===== src/rtl/pmpt_pkg.sv =====
// ----------------------------------------------------------------------------
// PS/2 mouse packet tracker package
// Shared types, codes and constants for the packet tracker.
// ----------------------------------------------------------------------------
`default_nettype none

package pmpt_pkg;

  localparam int POS_BITS_DEFAULT = 16;
  localparam int POS_OUT_BITS     = 16;
  localparam int SIZE_BITS        = 13;
  localparam int CFG_INDEX_BITS   = 2;
  localparam int CFG_DATA_BITS    = 13;
  localparam int CURSOR_RESET     = 100;

  localparam logic [7:0] HDR_SYNC_MASK = 8'h08;
  localparam logic [7:0] HDR_OVF_MASK  = 8'hC0;
  localparam logic [7:0] HDR_BTN_MASK  = 8'h07;

  typedef enum logic [1:0] {
    FUNC_DATA  = 2'd0,
    FUNC_POLL  = 2'd1,
    FUNC_CLEAR = 2'd2
  } func_t;

  typedef enum logic [CFG_INDEX_BITS-1:0] {
    CFG_WHEEL_MODE    = 2'd0,
    CFG_SCREEN_WIDTH  = 2'd1,
    CFG_SCREEN_HEIGHT = 2'd2
  } cfg_reg_t;

  typedef enum logic [1:0] {
    ST_HEADER = 2'd0,
    ST_X      = 2'd1,
    ST_Y      = 2'd2,
    ST_WHEEL  = 2'd3
  } pkt_state_t;

  typedef struct packed {
    logic [1:0] func;
    logic [7:0] data_byte;
  } item_t;

  // Click latch order: bit0 left down, bit1 left up, bit2 right down, bit3 right up.
  typedef struct packed {
    logic [POS_OUT_BITS-1:0] pos_x;
    logic [POS_OUT_BITS-1:0] pos_y;
    logic [2:0]              button_bits;
    logic [3:0]              clicks;
    logic signed [7:0]       wheel_total;
    logic                    any_activity;
    logic                    packet_applied;
  } result_t;

endpackage

`default_nettype wire


===== src/rtl/pmpt_in_reg.sv =====
// ----------------------------------------------------------------------------
// Packet tracker input register
// Captures one input word and holds it until the update stage takes it.
// ----------------------------------------------------------------------------
`default_nettype none

module pmpt_in_reg (
  input  wire logic          clk,
  input  wire logic          rst,
  input  wire logic          in_valid,
  output logic               in_ready,
  input  wire pmpt_pkg::item_t in_item,
  input  wire logic          take,
  output logic               held_valid,
  output pmpt_pkg::item_t    held_item
);
  import pmpt_pkg::*;

  logic   full;
  item_t  item;

  assign in_ready   = !full || take;
  assign held_valid = full;
  assign held_item  = item;

  always_ff @(posedge clk) begin
    if (rst) begin
      full <= 1'b0;
    end else if (in_ready) begin
      full <= in_valid;
    end
  end

  always_ff @(posedge clk) begin
    if (in_valid && in_ready) begin
      item <= in_item;
    end
  end

endmodule

`default_nettype wire


===== src/rtl/pmpt_axis.sv =====
// ----------------------------------------------------------------------------
// Packet tracker axis update
// Adds a signed move to one cursor coordinate and clamps it to the range.
// ----------------------------------------------------------------------------
`default_nettype none

module pmpt_axis #(
  parameter int POS_BITS = pmpt_pkg::POS_BITS_DEFAULT
) (
  input  wire logic [POS_BITS-1:0]            cur,
  input  wire logic signed [8:0]              delta,
  input  wire logic [pmpt_pkg::SIZE_BITS-1:0] size,
  output logic [POS_BITS-1:0]                 nxt
);
  import pmpt_pkg::*;

  // Two spare bits cover both the sign and the carry of the sum.
  localparam int W = ((POS_BITS > SIZE_BITS) ? POS_BITS : SIZE_BITS) + 2;
  localparam logic signed [W-1:0] LIM = W'((64'd1 << POS_BITS) - 64'd1);

  logic signed [W-1:0] sum;
  logic signed [W-1:0] size_s;
  logic signed [W-1:0] clamped;

  always_comb begin
    sum    = $signed(W'(cur)) + W'(delta);
    size_s = $signed(W'(size));
    if (sum < 0) begin
      clamped = '0;
    end else if (sum > LIM) begin
      clamped = LIM;
    end else begin
      clamped = sum;
    end
    // A screen size above the coordinate range never bites here.
    if (size != '0 && clamped >= size_s) begin
      clamped = size_s - W'(1);
    end
    nxt = clamped[POS_BITS-1:0];
  end

endmodule

`default_nettype wire


===== src/rtl/pmpt_out_reg.sv =====
// ----------------------------------------------------------------------------
// Packet tracker result register
// Holds one result word until the consumer takes it.
// ----------------------------------------------------------------------------
`default_nettype none

module pmpt_out_reg (
  input  wire logic              clk,
  input  wire logic              rst,
  input  wire logic              load,
  input  wire pmpt_pkg::result_t load_res,
  output logic                   free,
  output logic                   out_valid,
  input  wire logic              out_ready,
  output pmpt_pkg::result_t      res
);
  import pmpt_pkg::*;

  assign free = !out_valid || out_ready;

  always_ff @(posedge clk) begin
    if (rst) begin
      out_valid <= 1'b0;
    end else begin
      out_valid <= load || (out_valid && !out_ready);
    end
  end

  always_ff @(posedge clk) begin
    if (load) begin
      res <= load_res;
    end
  end

endmodule

`default_nettype wire


===== src/rtl/ps2_mouse_packet_tracker_core.sv =====
// ----------------------------------------------------------------------------
// PS/2 mouse packet tracker
// Assembles mouse bytes into packets and tracks cursor, buttons and wheel.
// ----------------------------------------------------------------------------
// Each input word yields exactly one result word. The block takes one word
// per clock cycle while the output is not stalled: a word is captured in the
// input register, and once the result register is free the packet update (one
// add and clamp per axis) writes the tracker state and the result register.
// A stalled output only stops input once both registers are full. The
// configuration registers should be written only while no word is in flight.
`default_nettype none

module ps2_mouse_packet_tracker_core #(
  parameter int POS_BITS = pmpt_pkg::POS_BITS_DEFAULT
) (
  input  wire logic                                clk,
  input  wire logic                                rst,
  input  wire logic                                cfg_write,
  input  wire logic [pmpt_pkg::CFG_INDEX_BITS-1:0] cfg_index,
  input  wire logic [pmpt_pkg::CFG_DATA_BITS-1:0]  cfg_data,
  input  wire logic                                in_valid,
  output logic                                     in_ready,
  input  wire logic [1:0]                          func,
  input  wire logic [7:0]                          data_byte,
  output logic                                     out_valid,
  input  wire logic                                out_ready,
  output logic [15:0]                              pos_x,
  output logic [15:0]                              pos_y,
  output logic [2:0]                               button_bits,
  output logic                                     left_down_seen,
  output logic                                     left_up_seen,
  output logic                                     right_down_seen,
  output logic                                     right_up_seen,
  output logic signed [7:0]                        wheel_total,
  output logic                                     any_activity,
  output logic                                     packet_applied
);
  import pmpt_pkg::*;

  localparam int OW = (POS_BITS > POS_OUT_BITS) ? POS_BITS : POS_OUT_BITS;

  // Configuration
  logic                 wheel_mode;
  logic [SIZE_BITS-1:0] screen_width;
  logic [SIZE_BITS-1:0] screen_height;

  // Tracker state
  pkt_state_t          pkt_state, pkt_state_next;
  logic [7:0]          header_byte, header_byte_next;
  logic [7:0]          x_move_byte, x_move_byte_next;
  logic [7:0]          y_move_byte, y_move_byte_next;
  logic [POS_BITS-1:0] cursor_x, cursor_x_next;
  logic [POS_BITS-1:0] cursor_y, cursor_y_next;
  logic [2:0]          held_buttons, held_buttons_next;
  logic [3:0]          click_latches, click_latches_next;
  logic [7:0]          wheel_sum, wheel_sum_next;

  item_t   in_item;
  item_t   s1_item;
  logic    s1_valid;
  logic    out_free;
  logic    fire;
  result_t res_next;
  result_t res;

  logic                apply;
  logic [7:0]          wheel_out;
  logic [2:0]          btn_now;
  logic signed [8:0]   dx;
  logic signed [8:0]   dy;
  logic [POS_BITS-1:0] ax_x;
  logic [POS_BITS-1:0] ax_y;
  logic [OW-1:0]       cx_ext;
  logic [OW-1:0]       cy_ext;

  assign in_item.func      = func;
  assign in_item.data_byte = data_byte;

  pmpt_in_reg u_in_reg (
    .clk        (clk),
    .rst        (rst),
    .in_valid   (in_valid),
    .in_ready   (in_ready),
    .in_item    (in_item),
    .take       (fire),
    .held_valid (s1_valid),
    .held_item  (s1_item)
  );

  assign fire = s1_valid && out_free;

  always_ff @(posedge clk) begin
    if (rst) begin
      wheel_mode    <= 1'b0;
      screen_width  <= '0;
      screen_height <= '0;
    end else if (cfg_write) begin
      unique case (cfg_index)
        CFG_WHEEL_MODE:    wheel_mode    <= cfg_data[0];
        CFG_SCREEN_WIDTH:  screen_width  <= cfg_data[SIZE_BITS-1:0];
        CFG_SCREEN_HEIGHT: screen_height <= cfg_data[SIZE_BITS-1:0];
        default: ;
      endcase
    end
  end

  // The Y move byte is used in the same cycle it arrives when it ends a packet.
  assign dx = $signed({x_move_byte[7], x_move_byte});
  assign dy = -$signed({y_move_byte_next[7], y_move_byte_next});

  pmpt_axis #(.POS_BITS(POS_BITS)) u_axis_x (
    .cur   (cursor_x),
    .delta (dx),
    .size  (screen_width),
    .nxt   (ax_x)
  );

  pmpt_axis #(.POS_BITS(POS_BITS)) u_axis_y (
    .cur   (cursor_y),
    .delta (dy),
    .size  (screen_height),
    .nxt   (ax_y)
  );

  assign btn_now = header_byte[2:0] & HDR_BTN_MASK[2:0];

  always_comb begin
    pkt_state_next     = pkt_state;
    header_byte_next   = header_byte;
    x_move_byte_next   = x_move_byte;
    y_move_byte_next   = y_move_byte;
    held_buttons_next  = held_buttons;
    click_latches_next = click_latches;
    wheel_sum_next     = wheel_sum;
    cursor_x_next      = cursor_x;
    cursor_y_next      = cursor_y;
    apply              = 1'b0;

    if (s1_item.func == FUNC_DATA) begin
      unique case (pkt_state)
        ST_HEADER: begin
          if ((s1_item.data_byte & HDR_SYNC_MASK) != '0 &&
              (s1_item.data_byte & HDR_OVF_MASK) == '0) begin
            header_byte_next = s1_item.data_byte;
            pkt_state_next   = ST_X;
          end
        end
        ST_X: begin
          x_move_byte_next = s1_item.data_byte;
          pkt_state_next   = ST_Y;
        end
        ST_Y: begin
          y_move_byte_next = s1_item.data_byte;
          if (!wheel_mode) begin
            apply          = 1'b1;
            pkt_state_next = ST_HEADER;
          end else begin
            pkt_state_next = ST_WHEEL;
          end
        end
        ST_WHEEL: begin
          apply          = 1'b1;
          pkt_state_next = ST_HEADER;
          // A wheel byte only counts if wheel mode is still on at its arrival.
          if (wheel_mode) begin
            wheel_sum_next = wheel_sum + s1_item.data_byte;
          end
        end
        default: ;
      endcase
    end

    if (apply) begin
      held_buttons_next = btn_now;
      click_latches_next = click_latches |
                           {~btn_now[1] &  held_buttons[1],
                             btn_now[1] & ~held_buttons[1],
                            ~btn_now[0] &  held_buttons[0],
                             btn_now[0] & ~held_buttons[0]};
      cursor_x_next = ax_x;
      cursor_y_next = ax_y;
    end

    wheel_out = wheel_sum_next;

    case (s1_item.func)
      FUNC_POLL:  wheel_sum_next     = '0;
      FUNC_CLEAR: click_latches_next = '0;
      default: ;
    endcase

    cx_ext = OW'(cursor_x_next);
    cy_ext = OW'(cursor_y_next);

    res_next.pos_x          = cx_ext[POS_OUT_BITS-1:0];
    res_next.pos_y          = cy_ext[POS_OUT_BITS-1:0];
    res_next.button_bits    = held_buttons_next;
    res_next.clicks         = click_latches_next;
    res_next.wheel_total    = $signed(wheel_out);
    res_next.any_activity   = (held_buttons_next != '0) || click_latches_next[0] ||
                              click_latches_next[2] || (wheel_sum_next != '0);
    res_next.packet_applied = apply;
  end

  always_ff @(posedge clk) begin
    if (rst) begin
      pkt_state     <= ST_HEADER;
      cursor_x      <= POS_BITS'(CURSOR_RESET);
      cursor_y      <= POS_BITS'(CURSOR_RESET);
      held_buttons  <= '0;
      click_latches <= '0;
      wheel_sum     <= '0;
    end else if (fire) begin
      pkt_state     <= pkt_state_next;
      cursor_x      <= cursor_x_next;
      cursor_y      <= cursor_y_next;
      held_buttons  <= held_buttons_next;
      click_latches <= click_latches_next;
      wheel_sum     <= wheel_sum_next;
    end
  end

  always_ff @(posedge clk) begin
    if (fire) begin
      header_byte <= header_byte_next;
      x_move_byte <= x_move_byte_next;
      y_move_byte <= y_move_byte_next;
    end
  end

  pmpt_out_reg u_out_reg (
    .clk       (clk),
    .rst       (rst),
    .load      (fire),
    .load_res  (res_next),
    .free      (out_free),
    .out_valid (out_valid),
    .out_ready (out_ready),
    .res       (res)
  );

  assign pos_x           = res.pos_x;
  assign pos_y           = res.pos_y;
  assign button_bits     = res.button_bits;
  assign left_down_seen  = res.clicks[0];
  assign left_up_seen    = res.clicks[1];
  assign right_down_seen = res.clicks[2];
  assign right_up_seen   = res.clicks[3];
  assign wheel_total     = res.wheel_total;
  assign any_activity    = res.any_activity;
  assign packet_applied  = res.packet_applied;

`ifndef SYNTHESIS
  a_applied_restarts: assert property (@(posedge clk) disable iff (rst)
    fire && res_next.packet_applied |=> pkt_state == ST_HEADER)
    else $error("packet completed but assembly did not restart");

  a_x_in_screen: assert property (@(posedge clk) disable iff (rst)
    fire && res_next.packet_applied && screen_width != '0
    |=> cursor_x < $past(screen_width))
    else $error("cursor x outside the screen after a packet");

  a_y_in_screen: assert property (@(posedge clk) disable iff (rst)
    fire && res_next.packet_applied && screen_height != '0
    |=> cursor_y < $past(screen_height))
    else $error("cursor y outside the screen after a packet");

  a_poll_clears: assert property (@(posedge clk) disable iff (rst)
    fire && s1_item.func == FUNC_POLL |=> wheel_sum == '0)
    else $error("poll did not clear the wheel total");

  a_stall_cause: assert property (@(posedge clk) disable iff (rst)
    !in_ready |-> s1_valid && out_valid && !out_ready)
    else $error("input stalled without a full pipeline");
`endif

endmodule

`default_nettype wire


===== config.mk =====
export PLATFORM = sky130hd
export DESIGN_NAME = ps2_mouse_packet_tracker_core
export DESIGN_NICKNAME = d
export VERILOG_FILES = /design/src/rtl/pmpt_pkg.sv /design/src/rtl/pmpt_in_reg.sv /design/src/rtl/pmpt_axis.sv /design/src/rtl/pmpt_out_reg.sv /design/src/rtl/ps2_mouse_packet_tracker_core.sv
export SDC_FILE = /design/constraint.sdc
export NUM_CORES = 1
export LEC_CHECK = 0
export CORE_ASPECT_RATIO = 1.25
export CORE_MARGIN = 3
export CORE_UTILIZATION = 45
export DETAILED_ROUTE_END_ITERATION = 8
export DONT_BUFFER_PORTS = 1
export GPL_ROUTABILITY_DRIVEN = 0
export SLEW_MARGIN = 20
export SYNTH_ARGS = -nofsm -noshare
export SYNTH_HDL_FRONTEND = slang
export SYNTH_SLANG_ARGS = --single-unit

===== constraint.sdc =====
create_clock -name clk -period 5.5 [get_ports clk]
set_clock_uncertainty 0.1 [all_clocks]
set_input_delay 1.375 -clock clk [delete_from_list [all_inputs] [get_ports clk]]
set_output_delay 1.375 -clock clk [all_outputs]
set_load 0.02 [all_outputs]

==> flow_metrics.tcl <==
set metrics [dict create \
    seqPwrFrac_pct 44.0 \
    grt_max_degree 81 \
    cts.clk_slew.worst_paths_ns 0.07 \
    start_kind "flip-flop" \
    outcome "finished, final reports clean" \
    numPortBuffers 0 \
    first_pass_iters 5 \
    die_area_um2 23100 \
    synth_edf_count 78 \
    hold_buffers 0 \
    min_path_type "reg2reg" \
    synth_area_um2 9580 \
    first_global_vias 7624 \
    wire_per_inst_um 19.4 \
    p_per_area_nw_per_um2 260 \
    drc 0 \
    grt_first_pass_wirelength_um 42000 \
    fillers 1877 \
    cap_violations 0 \
    wl_met2_um 14200 \
    io-pin-count 81 \
    synth.avg_cell_area_um2 9.02 \
    period_needed_ns 5.40 \
    path_buf_inv 2 \
    cts_tree "yes" \
    dp_cells 1354 \
    cts_max_level 4 \
    synth_flop_cell "edfxtp_1" \
    wl_um 27100 \
    p_sw_uw 810 \
    clockBufferDepth 2 \
    clk_latency_ns 0.43 \
    yosys_warnings 0 \
    placed_cell_area_um2 10300 \
    combinationalPowerShare_pct 12.9 \
    postSynth.asyncResetShare_pct 0 \
    internal-power_mw 2.12 \
    coreArea_um2 20900 \
    ant_nets 0 \
    drt-met1-wl_um 10900 \
    clock_power_share_pct 43.1 \
    path_delay_family "compound AO/OA/AOI/OAI gates" \
    areaGrowthSynthToFinish_pct 17.3 \
    layout-drive-gt1-share_pct 16.0 \
    worstPathMaxFanout 8 \
    maxSlewHeadroom_pct 27.4 \
    cp.depth 22 \
    drtIter0Drc 570 \
    slowest_stage "edfxtp_1" \
    finalInstanceArea_um2 11200 \
    fp.dieW_um 137 \
    fin_crit_sh_pct 98.2 \
    worstMarginPinSlew_ns 1.07 \
    crit_path_frequent_cell "a21o_1" \
    wl_met3_um 1120 \
    fmax_mhz 185 \
    finalSetupViolCount 0 \
    cts-root-buf "clkbuf_16" \
    antenna_cells 0 \
    vdd_drop_max_uv 208 \
    ys_seq_area_share_pct 40.7 \
    antenna_found_initial 0 \
    ys_ff_latch 156 \
    viasPerCell 5.77 \
    synth_nets 1153 \
    highest_layer "met4" \
    crit_type "reg2reg" \
    power_leakage_nw 4.37 \
    hold_violations 0 \
    fin_cells 1398 \
    critPathArrivalTime_ns 5.48 \
    end_kind "flip-flop" \
    gr-total-overflow 0 \
    grt_usage_pct 23.4 \
    r2r_cells 22 \
    required_ns 5.58 \
    final_max_slew_viol_count 0 \
    crit_chain "nor4b_4 > buf_6 > mux2_4 > ha_4 > inv_2 > fa_2 > maj3_2 > a31oi_4 > o32ai_2 > or2_4 > a21o_1 > ha_1 > nand2b_4 > a21o_1 > a21o_1 > a21o_1 > a21oi_2 > o211ai_1 > a21o_1 > o21a_4 > or2_1 > a32o_1" \
    swShare_pct 27.7 \
    min_delay_path_depth 2 \
    max_stage_delay_ns 0.46 \
    final_nets 1202 \
    netlist_instances 1062 \
    initial_core_util_pct 45.9 \
    cts_buffers 17 \
    via_count 8069 \
    die_h_um 169 \
    ys_types 76 \
    cts.sinks 156 \
    dpl.hpwl_um 20300 \
    rows 59 \
]
## synthesized netlist by cell type, drive strengths merged, types with 4 or more instances
cell      n  area (um2)
a41o      5        50.1
ha       58         726
mux2i    18         180
or4       4        30.0
o21ai    56         280
a31oi    20         125
and3      5        31.3
nand2b    8        50.1
nor3b     7        52.6
a311oi    5        43.8
a211oi   11        82.6
o21bai    7        52.6
and4      4        37.5
nor4     10        62.6
a22oi    12        90.1
nand2   123         462
a32o      6        60.1
buf       9        50.0
edfxtp   78        2340
xor2      9        78.8
and2      6        37.5
inv      68         255
nor3     27         135
nand3    12        60.1
nand4    14        87.6
nor2b     8        50.1
or2       8        50.1
a21o     26         195
nand3b   12        90.1
a31o      4        35.0
o31ai     5        37.5
dfxtp    78        1560
clkbuf   39         146
a21oi    85         425
xnor2    50         438
a211o     4        35.0
mux2     14         165
nor2     86         323
o21a     12        90.1
## power groups by stage
stage / clock network, mW / logic [mW] / registers [mW]
6_report: 1.26 / 0.376 / 1.29
3_3_place_gp: 0 / 0.345 / 1.31
3_5_place_dp: 0 / 0.348 / 1.31
2_1_floorplan: 0 / 0.245 / 1.30
5_1_grt: 1.32 / 0.410 / 1.29
4_1_cts: 1.28 / 0.351 / 1.29
## kinds of logic (layout without fill, tap and decap cells)
| logic type | Yosys count | count (layout) | synth area share, % |
|---|---|---|---|
| AND/OR/NAND/NOR | 344 | 344 | 17.3 |
| AO/OA/AOI/OAI | 292 | 292 | 19.8 |
| flip-flops | 156 | 156 | 40.7 |
| buffers and inverters | 116 | 178 | 4.71 |
| adder cells (fa/ha/maj) | 63 | 63 | 8.42 |
| XOR/XNOR | 59 | 59 | 5.39 |
| multiplexers | 32 | 32 | 3.60 |
## cells in the final DEF, fill, tap and decap left out, types with 12 or more instances in the layout
cell type | netlist | final
a21o_1 | 26 | 26
a21oi_1 | 85 | 81
a22oi_1 | 12 | 12
a31oi_1 | 20 | 18
buf_4 | 0 | 75
clkbuf_16 | 0 | 17
dfxtp_1 | 78 | 78
edfxtp_1 | 78 | 78
ha_1 | 58 | 54
inv_1 | 68 | 65
mux2i_1 | 18 | 15
nand2_1 | 123 | 122
nand3b_1 | 12 | 12
nand4_1 | 14 | 14
nor2_1 | 86 | 79
nor3_1 | 27 | 26
o21ai_0 | 54 | 48
xnor2_1 | 50 | 49
## path summary, 6_finish.rpt
kind                                             from                end  slack [ns]
worst min-delay path                 click_latches[3]   click_latches[3]        0.36
worst min register to register       click_latches[3]   click_latches[3]        0.36
worst max register to register  u_in_reg.held_item[9]  u_out_reg.res[28]        0.10
worst max-delay path            u_in_reg.held_item[9]  u_out_reg.res[28]        0.10
## worst min-delay path: cells and delay by family, from the launching register on
kind / cells / cell delay (ns)
and+or+nand+nor: 1 / 0.05
AOI/OAI and AO/OA: 1 / 0.05
DFF: 1 / 0.32
## area by class of cell
| cell class | instances | area (um2) | share of cell area [%] |
|---|---|---|---|
| Multi-Input combinational cell | 790 | 5500 | 48.9 |
| Sequential cell | 156 | 3900 | 34.7 |
| Timing Repair Buffer | 78 | 606 | 5.39 |
| Clock buffer | 18 | 439 | 3.91 |
| Tap cell | 274 | 343 | 3.05 |
| Inverter | 68 | 255 | 2.27 |
| Clock inverter | 14 | 193 | 1.71 |
## routing by layer
layer | global-route usage (%) | vias to the layer above
li1 | - | 3967
met3 | 4.09 | 52
met4 | 8.77 | 0
met5 | 0 | -
met2 | 42.2 | 211
met1 | 27.6 | 3839
## per-stage QoR
| step | TNS, ns | hold WS [ns] | power (mW) | util (%) | setup slack [ns] |
|---|---|---|---|---|---|
| 2_1_floorplan | 0 | 0.336 | 1.55 | - | 0.0189 |
| 3_3_place_gp | 0 | 0.340 | 1.66 | 49.2 | 0.0416 |
| 3_5_place_dp | 0 | 0.348 | 1.66 | 49.2 | 0.0330 |
| 4_1_cts | 0 | 0.358 | 2.92 | 52.3 | 0.00546 |
| 5_1_grt | -0.782 | 0.383 | 3.03 | 53.8 | -0.100 |
| 6_report | 0 | 0.364 | 2.93 | 53.8 | 0.101 |
## sequential cells by signal, indices dropped and copies added (netlist names)
| name | cells |
|---|---|
| wheel_mode | 1 |
| cursor_y | 16 |
| held_buttons | 3 |
| y_move_byte | 8 |
| wheel_sum | 8 |
| cursor_x | 16 |
| header_byte | 3 |
| u_in_reg.held_valid | 1 |
| x_move_byte | 8 |
| pkt_state | 2 |
| u_out_reg.res | 49 |
| click_latches | 4 |
| screen_width | 13 |
| u_in_reg.held_item | 10 |
| screen_height | 13 |
| u_out_reg.out_valid | 1 |
## repair_timing
action	4_1_cts	5_1_grt
resized for setup	2	51
pin swaps	0	21
setup endpoints to repair	8	64
hold endpoints to repair	0	0
setup buffers	0	12
No activity file was read; power rests on OpenSTA's default activity.
